**src/sv/pkcs1_pkg.sv**
```systemverilog
// ----------------------------------------------------------------------------
// pkcs1_pkg
// Types, constants and the DigestInfo prefix table for the PKCS#1 v1.5
// signature encoding check.
// ----------------------------------------------------------------------------
package pkcs1_pkg;

    localparam int MAX_MODULUS_BYTES = 512;
    localparam int MAX_DIGEST_BYTES  = 64;
    localparam int PREFIX_BYTES      = 19;
    localparam int MIN_PAD_BYTES     = 8;
    localparam int HEADER_BYTES      = 3 + PREFIX_BYTES + MIN_PAD_BYTES;

    localparam int MLEN_W  = 10;
    localparam int DLEN_W  = 7;
    localparam int POS_W   = 10;
    localparam int DADDR_W = $clog2(MAX_DIGEST_BYTES);
    localparam int PIDX_W  = $clog2(PREFIX_BYTES);
    localparam int CFG_W   = MLEN_W;
    localparam int CIDX_W  = 2;

    localparam logic [CIDX_W-1:0] REG_MODULUS_LEN   = 2'd0;
    localparam logic [CIDX_W-1:0] REG_DIGEST_LEN    = 2'd1;
    localparam logic [CIDX_W-1:0] REG_SIGNATURE_LEN = 2'd2;

    localparam logic [MLEN_W-1:0] MODULUS_LEN_RST   = 10'd256;
    localparam logic [DLEN_W-1:0] DIGEST_LEN_RST    = 7'd32;
    localparam logic [MLEN_W-1:0] SIGNATURE_LEN_RST = 10'd256;

    typedef enum logic [2:0] {
        STATUS_MATCH            = 3'd0,
        STATUS_MISMATCH         = 3'd1,
        STATUS_UNSUPPORTED_HASH = 3'd2,
        STATUS_BAD_SIZES        = 3'd3,
        STATUS_LENGTH_WRONG     = 3'd4
    } status_t;

    typedef enum logic [1:0] {
        HASH_SHA256,
        HASH_SHA384,
        HASH_SHA512,
        HASH_NONE
    } hash_t;

    typedef enum logic {
        REQ_DIGEST  = 1'b0,
        REQ_MESSAGE = 1'b1
    } req_t;

    typedef struct packed {
        logic       req_type;
        logic [7:0] data_byte;
        logic       last;
    } in_item_t;

    typedef struct packed {
        logic       valid_res;
        logic [2:0] status;
    } out_item_t;

    typedef struct packed {
        logic [MLEN_W-1:0] modulus_len;
        logic [MLEN_W-1:0] sep;
        hash_t             hash;
        logic              size_error;
        logic              usable;
    } cfg_t;

    typedef struct packed {
        logic       last;
        logic       compare;
        logic       use_ram;
        logic [7:0] exp_byte;
        logic [7:0] data_byte;
        status_t    pre_status;
    } stage_t;

    function automatic logic [7:0] prefix_byte(hash_t h, logic [PIDX_W-1:0] idx);
        logic [7:0] b;
        b = 8'h00;
        unique case (idx)
            5'd0:  b = 8'h30;
            5'd1:  b = (h == HASH_SHA512) ? 8'h51 : (h == HASH_SHA384) ? 8'h41 : 8'h31;
            5'd2:  b = 8'h30;
            5'd3:  b = 8'h0d;
            5'd4:  b = 8'h06;
            5'd5:  b = 8'h09;
            5'd6:  b = 8'h60;
            5'd7:  b = 8'h86;
            5'd8:  b = 8'h48;
            5'd9:  b = 8'h01;
            5'd10: b = 8'h65;
            5'd11: b = 8'h03;
            5'd12: b = 8'h04;
            5'd13: b = 8'h02;
            5'd14: b = (h == HASH_SHA512) ? 8'h03 : (h == HASH_SHA384) ? 8'h02 : 8'h01;
            5'd15: b = 8'h05;
            5'd16: b = 8'h00;
            5'd17: b = 8'h04;
            5'd18: b = (h == HASH_SHA512) ? 8'h40 : (h == HASH_SHA384) ? 8'h30 : 8'h20;
            default: b = 8'h00;
        endcase
        return b;
    endfunction

endpackage

```
**src/sv/pkcs1_cfg.sv**
```systemverilog
// ----------------------------------------------------------------------------
// pkcs1_cfg
// Configuration registers, the size and hash checks derived from them, and
// the separator position.
// ----------------------------------------------------------------------------
module pkcs1_cfg (
    input  logic                        clk,
    input  logic                        rst_n,
    input  logic                        cfg_wr_en,
    input  logic [pkcs1_pkg::CIDX_W-1:0] cfg_index,
    input  logic [pkcs1_pkg::CFG_W-1:0]  cfg_data,
    output pkcs1_pkg::cfg_t             cfg
);
    import pkcs1_pkg::*;

    logic [MLEN_W-1:0] modulus_len_reg;
    logic [DLEN_W-1:0] digest_len_reg;
    logic [MLEN_W-1:0] signature_len_reg;
    logic [MLEN_W:0]   min_len;
    hash_t             hash;
    logic              size_error;

    always_ff @(posedge clk or negedge rst_n)
    begin
        if (!rst_n)
        begin
            modulus_len_reg   <= MODULUS_LEN_RST;
            digest_len_reg    <= DIGEST_LEN_RST;
            signature_len_reg <= SIGNATURE_LEN_RST;
        end
        else if (cfg_wr_en)
        begin
            if (cfg_index == REG_MODULUS_LEN)
                modulus_len_reg <= cfg_data;
            else if (cfg_index == REG_DIGEST_LEN)
                digest_len_reg <= cfg_data[DLEN_W-1:0];
            else if (cfg_index == REG_SIGNATURE_LEN)
                signature_len_reg <= cfg_data;
        end
    end

    always_comb
    begin
        if (digest_len_reg == 7'd32)
            hash = HASH_SHA256;
        else if (digest_len_reg == 7'd48)
            hash = HASH_SHA384;
        else if (digest_len_reg == 7'd64)
            hash = HASH_SHA512;
        else
            hash = HASH_NONE;

        min_len    = (MLEN_W+1)'(HEADER_BYTES) + {4'd0, digest_len_reg};
        size_error = ({1'b0, modulus_len_reg} > (MLEN_W+1)'(MAX_MODULUS_BYTES))
                  || ({1'b0, modulus_len_reg} < min_len)
                  || (signature_len_reg != modulus_len_reg);

        cfg.modulus_len = modulus_len_reg;
        cfg.sep         = modulus_len_reg - {3'd0, digest_len_reg}
                        - MLEN_W'(PREFIX_BYTES + 1);
        cfg.hash        = hash;
        cfg.size_error  = size_error;
        cfg.usable      = (hash != HASH_NONE) && !size_error;
    end

endmodule

```
**src/sv/pkcs1_digest_ram.sv**
```systemverilog
// ----------------------------------------------------------------------------
// pkcs1_digest_ram
// Digest byte store: one write port, one read port, registered read data.
// ----------------------------------------------------------------------------
module pkcs1_digest_ram (
    input  logic                         clk,
    input  logic                         wr_en,
    input  logic [pkcs1_pkg::DADDR_W-1:0] wr_addr,
    input  logic [7:0]                   wr_data,
    input  logic                         rd_en,
    input  logic [pkcs1_pkg::DADDR_W-1:0] rd_addr,
    output logic [7:0]                   rd_data
);
    import pkcs1_pkg::*;

    logic [7:0] mem [MAX_DIGEST_BYTES];
    logic [7:0] rd_data_reg;

    always_ff @(posedge clk)
    begin
        if (wr_en)
            mem[wr_addr] <= wr_data;
        if (rd_en)
            rd_data_reg <= mem[rd_addr];
    end

    assign rd_data = rd_data_reg;

endmodule

```
**src/sv/pkcs1_front.sv**
```systemverilog
// ----------------------------------------------------------------------------
// pkcs1_front
// Accept stage: digest loading, message position tracking, expected byte
// selection and early status.
// ----------------------------------------------------------------------------
module pkcs1_front (
    input  logic                          clk,
    input  logic                          rst_n,
    input  pkcs1_pkg::cfg_t               cfg,
    input  logic                          accept,
    input  pkcs1_pkg::in_item_t           item,
    output logic                          ram_wr_en,
    output logic [pkcs1_pkg::DADDR_W-1:0] ram_wr_addr,
    output logic                          ram_rd_en,
    output logic [pkcs1_pkg::DADDR_W-1:0] ram_rd_addr,
    output logic                          stage_load,
    output pkcs1_pkg::stage_t             stage
);
    import pkcs1_pkg::*;

    logic [DLEN_W-1:0] digest_count_reg, digest_count_next;
    logic [POS_W-1:0]  pos_reg, pos_next;
    logic              overrun_reg, overrun_next;
    logic              is_msg, beyond, overrun_now;
    logic [MLEN_W:0]   diff, ram_off;

    assign is_msg      = (item.req_type == REQ_MESSAGE);
    assign beyond      = (pos_reg >= cfg.modulus_len);
    assign overrun_now = overrun_reg || beyond;
    assign diff        = {1'b0, pos_reg} - {1'b0, cfg.sep};
    assign ram_off     = diff - (MLEN_W+1)'(PREFIX_BYTES + 1);

    assign ram_wr_en   = accept && !is_msg && (digest_count_reg < DLEN_W'(MAX_DIGEST_BYTES));
    assign ram_wr_addr = digest_count_reg[DADDR_W-1:0];
    assign ram_rd_en   = accept && is_msg;
    assign ram_rd_addr = ram_off[DADDR_W-1:0];
    assign stage_load  = accept && is_msg;

    always_comb
    begin
        stage.last      = item.last;
        stage.data_byte = item.data_byte;
        stage.compare   = cfg.usable && !beyond;
        stage.use_ram   = 1'b0;
        stage.exp_byte  = 8'hff;
        priority if (pos_reg == '0)
            stage.exp_byte = 8'h00;
        else if (pos_reg == POS_W'(1))
            stage.exp_byte = 8'h01;
        else if (diff[MLEN_W])
            stage.exp_byte = 8'hff;
        else if (diff == '0)
            stage.exp_byte = 8'h00;
        else if (diff <= (MLEN_W+1)'(PREFIX_BYTES))
            stage.exp_byte = prefix_byte(cfg.hash, PIDX_W'(diff - (MLEN_W+1)'(1)));
        else
            stage.use_ram = 1'b1;

        priority if (cfg.hash == HASH_NONE)
            stage.pre_status = STATUS_UNSUPPORTED_HASH;
        else if (cfg.size_error)
            stage.pre_status = STATUS_BAD_SIZES;
        else if (overrun_now
                 || (({1'b0, pos_reg} + (POS_W+1)'(1)) != {1'b0, cfg.modulus_len}))
            stage.pre_status = STATUS_LENGTH_WRONG;
        else
            stage.pre_status = STATUS_MATCH;
    end

    always_comb
    begin
        digest_count_next = digest_count_reg;
        pos_next          = pos_reg;
        overrun_next      = overrun_reg;
        if (accept && !is_msg)
        begin
            if (item.last)
                digest_count_next = '0;
            else if (ram_wr_en)
                digest_count_next = digest_count_reg + DLEN_W'(1);
        end
        if (accept && is_msg)
        begin
            if (item.last)
            begin
                pos_next     = '0;
                overrun_next = 1'b0;
            end
            else
            begin
                overrun_next = overrun_now;
                if (pos_reg != '1)
                    pos_next = pos_reg + POS_W'(1);
            end
        end
    end

    always_ff @(posedge clk or negedge rst_n)
    begin
        if (!rst_n)
        begin
            digest_count_reg <= '0;
            pos_reg          <= '0;
            overrun_reg      <= 1'b0;
        end
        else
        begin
            digest_count_reg <= digest_count_next;
            pos_reg          <= pos_next;
            overrun_reg      <= overrun_next;
        end
    end

endmodule

```
**src/sv/pkcs1_verdict.sv**
```systemverilog
// ----------------------------------------------------------------------------
// pkcs1_verdict
// Compare stage against constant or stored digest byte, mismatch
// accumulation, and the result register.
// ----------------------------------------------------------------------------
module pkcs1_verdict (
    input  logic                 clk,
    input  logic                 rst_n,
    input  logic                 stage_load,
    input  pkcs1_pkg::stage_t    stage_in,
    input  logic [7:0]           ram_data,
    output logic                 stage_ready,
    output logic                 out_valid,
    input  logic                 out_ready,
    output pkcs1_pkg::out_item_t out_data
);
    import pkcs1_pkg::*;

    logic      s1_valid_reg, s1_valid_next;
    stage_t    s1_reg;
    logic      diff_reg, diff_next;
    logic      out_valid_reg, out_valid_next;
    out_item_t out_reg, out_next;
    logic      advance, diff_now;
    logic [7:0] exp;
    status_t   status;

    assign stage_ready = !s1_valid_reg || !s1_reg.last || !out_valid_reg || out_ready;
    assign advance     = s1_valid_reg && stage_ready;
    assign exp         = s1_reg.use_ram ? ram_data : s1_reg.exp_byte;
    assign diff_now    = s1_reg.compare && (s1_reg.data_byte != exp);

    always_comb
    begin
        s1_valid_next  = s1_valid_reg;
        diff_next      = diff_reg;
        out_valid_next = out_valid_reg;
        out_next       = out_reg;
        status         = s1_reg.pre_status;
        if (status == STATUS_MATCH && (diff_reg || diff_now))
            status = STATUS_MISMATCH;
        if (out_valid_reg && out_ready)
            out_valid_next = 1'b0;
        if (stage_ready)
            s1_valid_next = stage_load;
        if (advance)
        begin
            if (s1_reg.last)
            begin
                diff_next          = 1'b0;
                out_valid_next     = 1'b1;
                out_next.valid_res = (status == STATUS_MATCH);
                out_next.status    = status;
            end
            else
                diff_next = diff_reg || diff_now;
        end
    end

    always_ff @(posedge clk or negedge rst_n)
    begin
        if (!rst_n)
        begin
            s1_valid_reg  <= 1'b0;
            diff_reg      <= 1'b0;
            out_valid_reg <= 1'b0;
        end
        else
        begin
            s1_valid_reg  <= s1_valid_next;
            diff_reg      <= diff_next;
            out_valid_reg <= out_valid_next;
        end
    end

    always_ff @(posedge clk)
    begin
        if (stage_ready && stage_load)
            s1_reg <= stage_in;
        out_reg <= out_next;
    end

    assign out_valid = out_valid_reg;
    assign out_data  = out_reg;

endmodule

```
**src/sv/pkcs1_v15_encoding_check.sv**
```systemverilog
// ----------------------------------------------------------------------------
// pkcs1_v15_encoding_check
// PKCS#1 v1.5 signature encoding check: digest bytes load a store, message
// bytes are compared with 00 01 FF..FF 00 || DigestInfo || digest.
//
//   channel  direction  handshake              payload
//   in       input      in_valid / in_ready    in_data   (in_item_t)
//   out      output     out_valid / out_ready  out_data  (out_item_t)
//   cfg      input      cfg_wr_en              cfg_index, cfg_data
//
// One item per cycle while in_ready is high. A message byte is staged and its
// digest entry read when it is accepted; the staged byte is then compared, and
// on a last byte the verdict loads the result register as the stage advances.
// Reset leaves the digest store undefined; it must be loaded before use.
// in_ready drops only while a verdict is held behind a full, stalled result.
// ----------------------------------------------------------------------------
module pkcs1_v15_encoding_check (
    input  logic                         clk,
    input  logic                         rst_n,
    input  logic                         in_valid,
    output logic                         in_ready,
    input  pkcs1_pkg::in_item_t          in_data,
    output logic                         out_valid,
    input  logic                         out_ready,
    output pkcs1_pkg::out_item_t         out_data,
    input  logic                         cfg_wr_en,
    input  logic [pkcs1_pkg::CIDX_W-1:0] cfg_index,
    input  logic [pkcs1_pkg::CFG_W-1:0]  cfg_data
);
    import pkcs1_pkg::*;

    cfg_t                cfg;
    stage_t              stage;
    logic                accept, stage_load, stage_ready;
    logic                ram_wr_en, ram_rd_en;
    logic [DADDR_W-1:0]  ram_wr_addr, ram_rd_addr;
    logic [7:0]          ram_data;

    assign in_ready = stage_ready;
    assign accept   = in_valid && stage_ready;

    pkcs1_cfg u_cfg (
        .clk       (clk),
        .rst_n     (rst_n),
        .cfg_wr_en (cfg_wr_en),
        .cfg_index (cfg_index),
        .cfg_data  (cfg_data),
        .cfg       (cfg)
    );

    pkcs1_front u_front (
        .clk         (clk),
        .rst_n       (rst_n),
        .cfg         (cfg),
        .accept      (accept),
        .item        (in_data),
        .ram_wr_en   (ram_wr_en),
        .ram_wr_addr (ram_wr_addr),
        .ram_rd_en   (ram_rd_en),
        .ram_rd_addr (ram_rd_addr),
        .stage_load  (stage_load),
        .stage       (stage)
    );

    pkcs1_digest_ram u_ram (
        .clk     (clk),
        .wr_en   (ram_wr_en),
        .wr_addr (ram_wr_addr),
        .wr_data (in_data.data_byte),
        .rd_en   (ram_rd_en),
        .rd_addr (ram_rd_addr),
        .rd_data (ram_data)
    );

    pkcs1_verdict u_verdict (
        .clk         (clk),
        .rst_n       (rst_n),
        .stage_load  (stage_load),
        .stage_in    (stage),
        .ram_data    (ram_data),
        .stage_ready (stage_ready),
        .out_valid   (out_valid),
        .out_ready   (out_ready),
        .out_data    (out_data)
    );

endmodule

```
**config.mk**
```make
export PLATFORM = sky130hd
export DESIGN_NAME = pkcs1_v15_encoding_check
export DESIGN_NICKNAME = d
export VERILOG_FILES = /design/src/sv/pkcs1_pkg.sv /design/src/sv/pkcs1_cfg.sv /design/src/sv/pkcs1_digest_ram.sv /design/src/sv/pkcs1_front.sv /design/src/sv/pkcs1_verdict.sv /design/src/sv/pkcs1_v15_encoding_check.sv
export SDC_FILE = /design/constraint.sdc
export NUM_CORES = 1
export LEC_CHECK = 0
export ABC_AREA = 1
export BUFFER_PORTS_ARGS = -buffer_cell sky130_fd_sc_hd__buf_2
export CAP_MARGIN = 20
export CORE_MARGIN = 8
export CORE_UTILIZATION = 30
export DETAILED_ROUTE_END_ITERATION = 10
export GPL_TIMING_DRIVEN = 0
export PLACE_DENSITY_LB_ADDON = 0.2
export SETUP_SLACK_MARGIN = 0.15
export SKIP_LAST_GASP = 1
export SYNTH_ARGS = -nofsm -noshare
export SYNTH_HDL_FRONTEND = slang
export SYNTH_SLANG_ARGS = --single-unit
```
**constraint.sdc**
```tcl
create_clock -name clk -period 4.2 [get_ports clk]
set_input_delay 0.42 -clock clk [delete_from_list [all_inputs] [get_ports clk]]
set_output_delay 0.42 -clock clk [all_outputs]
set_load 0.02 [all_outputs]
```
==> impl_metrics.env <==
export IMPL_status="finished, final reports clean"
export IMPL_setup_viol=0
export IMPL_post_route_period_util_pct=95.4
export IMPL_syn_instance_count=2163
export IMPL_hold_class="primary input to register"
export IMPL_core_mm2=0.0847
export IMPL_die_x_um=308
export IMPL_syn2layout_area_growth_pct=18.8
export IMPL_crit_path_start_kind="register"
export IMPL_h_tree_depth=3
export IMPL_seq_area_frac_synth_pct=68.9
export IMPL_initial_core_util_pct=30.1
export IMPL_fin_util_pct=35.8
export IMPL_hold_violations=0
export IMPL_skew_ps=24.6
export IMPL_grt_pass1_wl_mm=130
export IMPL_dieHeight_um=308
export IMPL_layout_min_cycle_time_ps=4010
export IMPL_worstSetupEndpointType="register"
export IMPL_netlist_area_mm2=0.0255
export IMPL_route_vias_total=18256
export IMPL_dr_pass1_iters=7
export IMPL_clk_latency_ps=630
export IMPL_arrival_ps=4360
export IMPL_instances_no_fill=3504
export IMPL_dp_hpwl_mm=61.3
export IMPL_root_buffer="clkbuf_16"
export IMPL_synth_xor_area_share_pct=1.22
export IMPL_finalSetupTns_ps=0
export IMPL_relSlewSlack_pct=18.6
export IMPL_synth_top_family_by_area="simple AND/OR/NAND/NOR gates"
export IMPL_top_layer="met4"
export IMPL_yosys_warnings=0
export IMPL_syn_nets=2244
export IMPL_synth_seq_cells=594
export IMPL_fp_row_count=107
export IMPL_synth_simple_area_share_pct=16.8
export IMPL_wl_met2_mm=42.7
export IMPL_grt_max_degree=66
export IMPL_crit_required_ps=4550
export IMPL_path_class="register to register"
export IMPL_port_buffers=32
export IMPL_post_place_cells=3351
export IMPL_numCtsBuffers=67
export IMPL_async_flop_share_pct=8.08
export IMPL_ys_types=52
export IMPL_rsz0062_at_grt="yes"
export IMPL_gr_usage_all_layers_pct=19.3
export IMPL_routed_wl_mm=93.7
export IMPL_grt_pass1_vias=17239
export IMPL_post_route_cells_drive_above_1_share_pct=16.0
export IMPL_synth_adder_area_share_pct=2.70
export IMPL_detail_route_antenna_nets=0
export IMPL_max_clock_freq_mhz=250
export IMPL_cts_sinks=594
export IMPL_drt_initial_drc_count=2002
export IMPL_maxSlewViolCount=0
export IMPL_synth_edf_count=546
export IMPL_synth_compound_area_share_pct=6.47
export IMPL_ios=33
export IMPL_antenna_found_initial=4
export IMPL_cts_max_path_buffers=3
export IMPL_cts_clk_slew_worst_paths_ps=60
export IMPL_nNetsFinal=2390
export IMPL_grt_ovfl_total=0
export IMPL_via_per_inst=5.21
export IMPL_crit_fanout=10
export IMPL_syn_avg_cell_area_um2=11.8
export IMPL_largest_register_ffs=512
export IMPL_synthMuxAreaShare_pct=0
export IMPL_place_congestion=0.913
export IMPL_ys_flop_type="edfxtp_1"
export IMPL_cap_viol_max_count=0
export IMPL_max_slew_worst_pin_slew_ps=1220
export IMPL_die_area_mm2=0.0947
export IMPL_dr_wl_met3_mm=8.01
export IMPL_wl_per_cell_um=26.7
export IMPL_cts_tree="built"
export IMPL_m1WireLength_mm=39.8
export IMPL_antennaDiodeCount=0
export IMPL_drc_errors=0
==> metal layers <==
metal | vias to the layer above | GRT usage (%)
met2 | 846 | 30.7
met3 | 176 | 3.81
li1 | 8055 | -
met1 | 9179 | 26.3
met5 | - | 0
met4 | 0 | 6.55
==> metrics by stage <==
stage | cell area (µm²) | hold slack [ps] | setup WS [ps]
global placement | 27100 | 488 | -1740
CTS | 29900 | 38.2 | 143
floorplan | 25500 | 124 | 404
global route | 30300 | 67.0 | 125
finish | 30300 | 59.7 | 194
detailed placement | 27400 | 456 | -1740
==> cells in the mapped netlist (2+ instances only) <==
library cell,number,share of area (%)
edfxtp_1,546,64
nand2_1,514,7.6
a21oi_1,155,3.0
nand4_1,135,3.3
nand3_1,129,2.5
nor2_1,128,1.9
inv_1,127,1.9
buf_2,64,1.3
o21ai_0,56,1.1
ha_1,52,2.5
dfrtp_1,45,4.4
a22oi_1,39,1.1
xor2_1,21,0.72
clkbuf_1,18,0.26
o21ai_1,15,0.29
nor3_1,13,0.25
xnor2_1,11,0.38
inv_2,8,0.12
o22ai_1,8,0.20
buf_4,6,0.18
a211oi_1,5,0.15
nand2_2,5,0.12
or2_2,5,0.12
buf_6,4,0.18
nand2_4,4,0.18
nand3_2,4,0.16
nor4_1,4,0.098
dfstp_2,3,0.31
nor2_2,3,0.073
nor2_4,3,0.13
nor3_2,3,0.12
o21a_1,3,0.088
a21oi_2,2,0.069
a31oi_1,2,0.049
fa_1,2,0.16
nor3b_1,2,0.059
o2111ai_1,2,0.069
o211ai_1,2,0.059
o31ai_1,2,0.059
==> final cells by class <==
class,count,area [µm²]
clock inverters,32,313
fillers,8317,54400
multi-input cells,1340,7380
clock buffers,88,1810
well taps,1144,1430
flip-flops and latches,594,17600
inverters,137,528
repair buffers,77,688
plain buffers,92,597
==> what timing repair did <==
action	4_1_cts	5_1_grt
endpoints found under the hold margin	22	0
hold buffers	2	0
setup buffers	10	18
gates resized for setup	82	59
gates cloned	3	0
setup endpoints to repair	17	19
pin swaps	15	20
==> critical path: stages, from the launching register on <==
cell	delay (ps)
dfrtp_1	400
inv_2	110
ha_4	140
inv_1	60
ha_4	170
fa_2	550
inv_1	60
ha_4	260
buf_6	120
inv_2	40
nand2_2	80
nand2_4	80
inv_2	200
buf_2	570
nand3_1	300
nand3_1	230
a21oi_1	110
o21ai_2	150
nand2_2	100
==> placed cells by master, fill, tap and decap left out, types with 8 or more instances in the layout <==
cell	count
edfxtp_1	546
nand2_1	501
a21oi_1	141
nand4_1	135
nor2_1	123
inv_1	121
nand3_1	104
buf_2	93
clkbuf_16	71
o21ai_0	49
ha_1	45
dfrtp_1	43
a22oi_1	39
buf_4	32
clkbuf_1	27
nand3_2	23
xor2_1	21
nand2_2	16
o21ai_1	15
nor3_1	13
a21oi_2	13
inv_2	12
clkinv_1	12
xnor2_1	11
buf_6	8
o22ai_1	8
==> final timing paths <==
kind / startpoint / to / slack (ps) / cells past startpoint
setup / recovery: u_cfg.modulus_len_reg[0] / u_ram.rd_data[5] / 190 / 18
hold / removal: in_data[0] / u_verdict.s1_reg[21] / 60 / 1
setup reg to reg: u_cfg.modulus_len_reg[0] / u_ram.rd_data[5] / 190 / 18
hold reg to reg: u_cfg.signature_len_reg[3] / u_cfg.signature_len_reg[3] / 510 / 2
max in group asynchronous: rst_n / u_front.digest_count_reg[0] / 3290 / 3
min in group asynchronous: rst_n / u_cfg.signature_len_reg[7] / 350 / 2
==> cell families (layout without fill, tap and decap cells) <==
family	Yosys count	after routing
buf+inv	229	426
fa+ha+maj	54	54
simple gates	956	956
compound gates	296	296
flops	594	594
xor+xnor	34	34
Power is left out: the tool's default activity adds up to more than one toggle a clock period on the data nets, which glitch-free logic cannot reach.
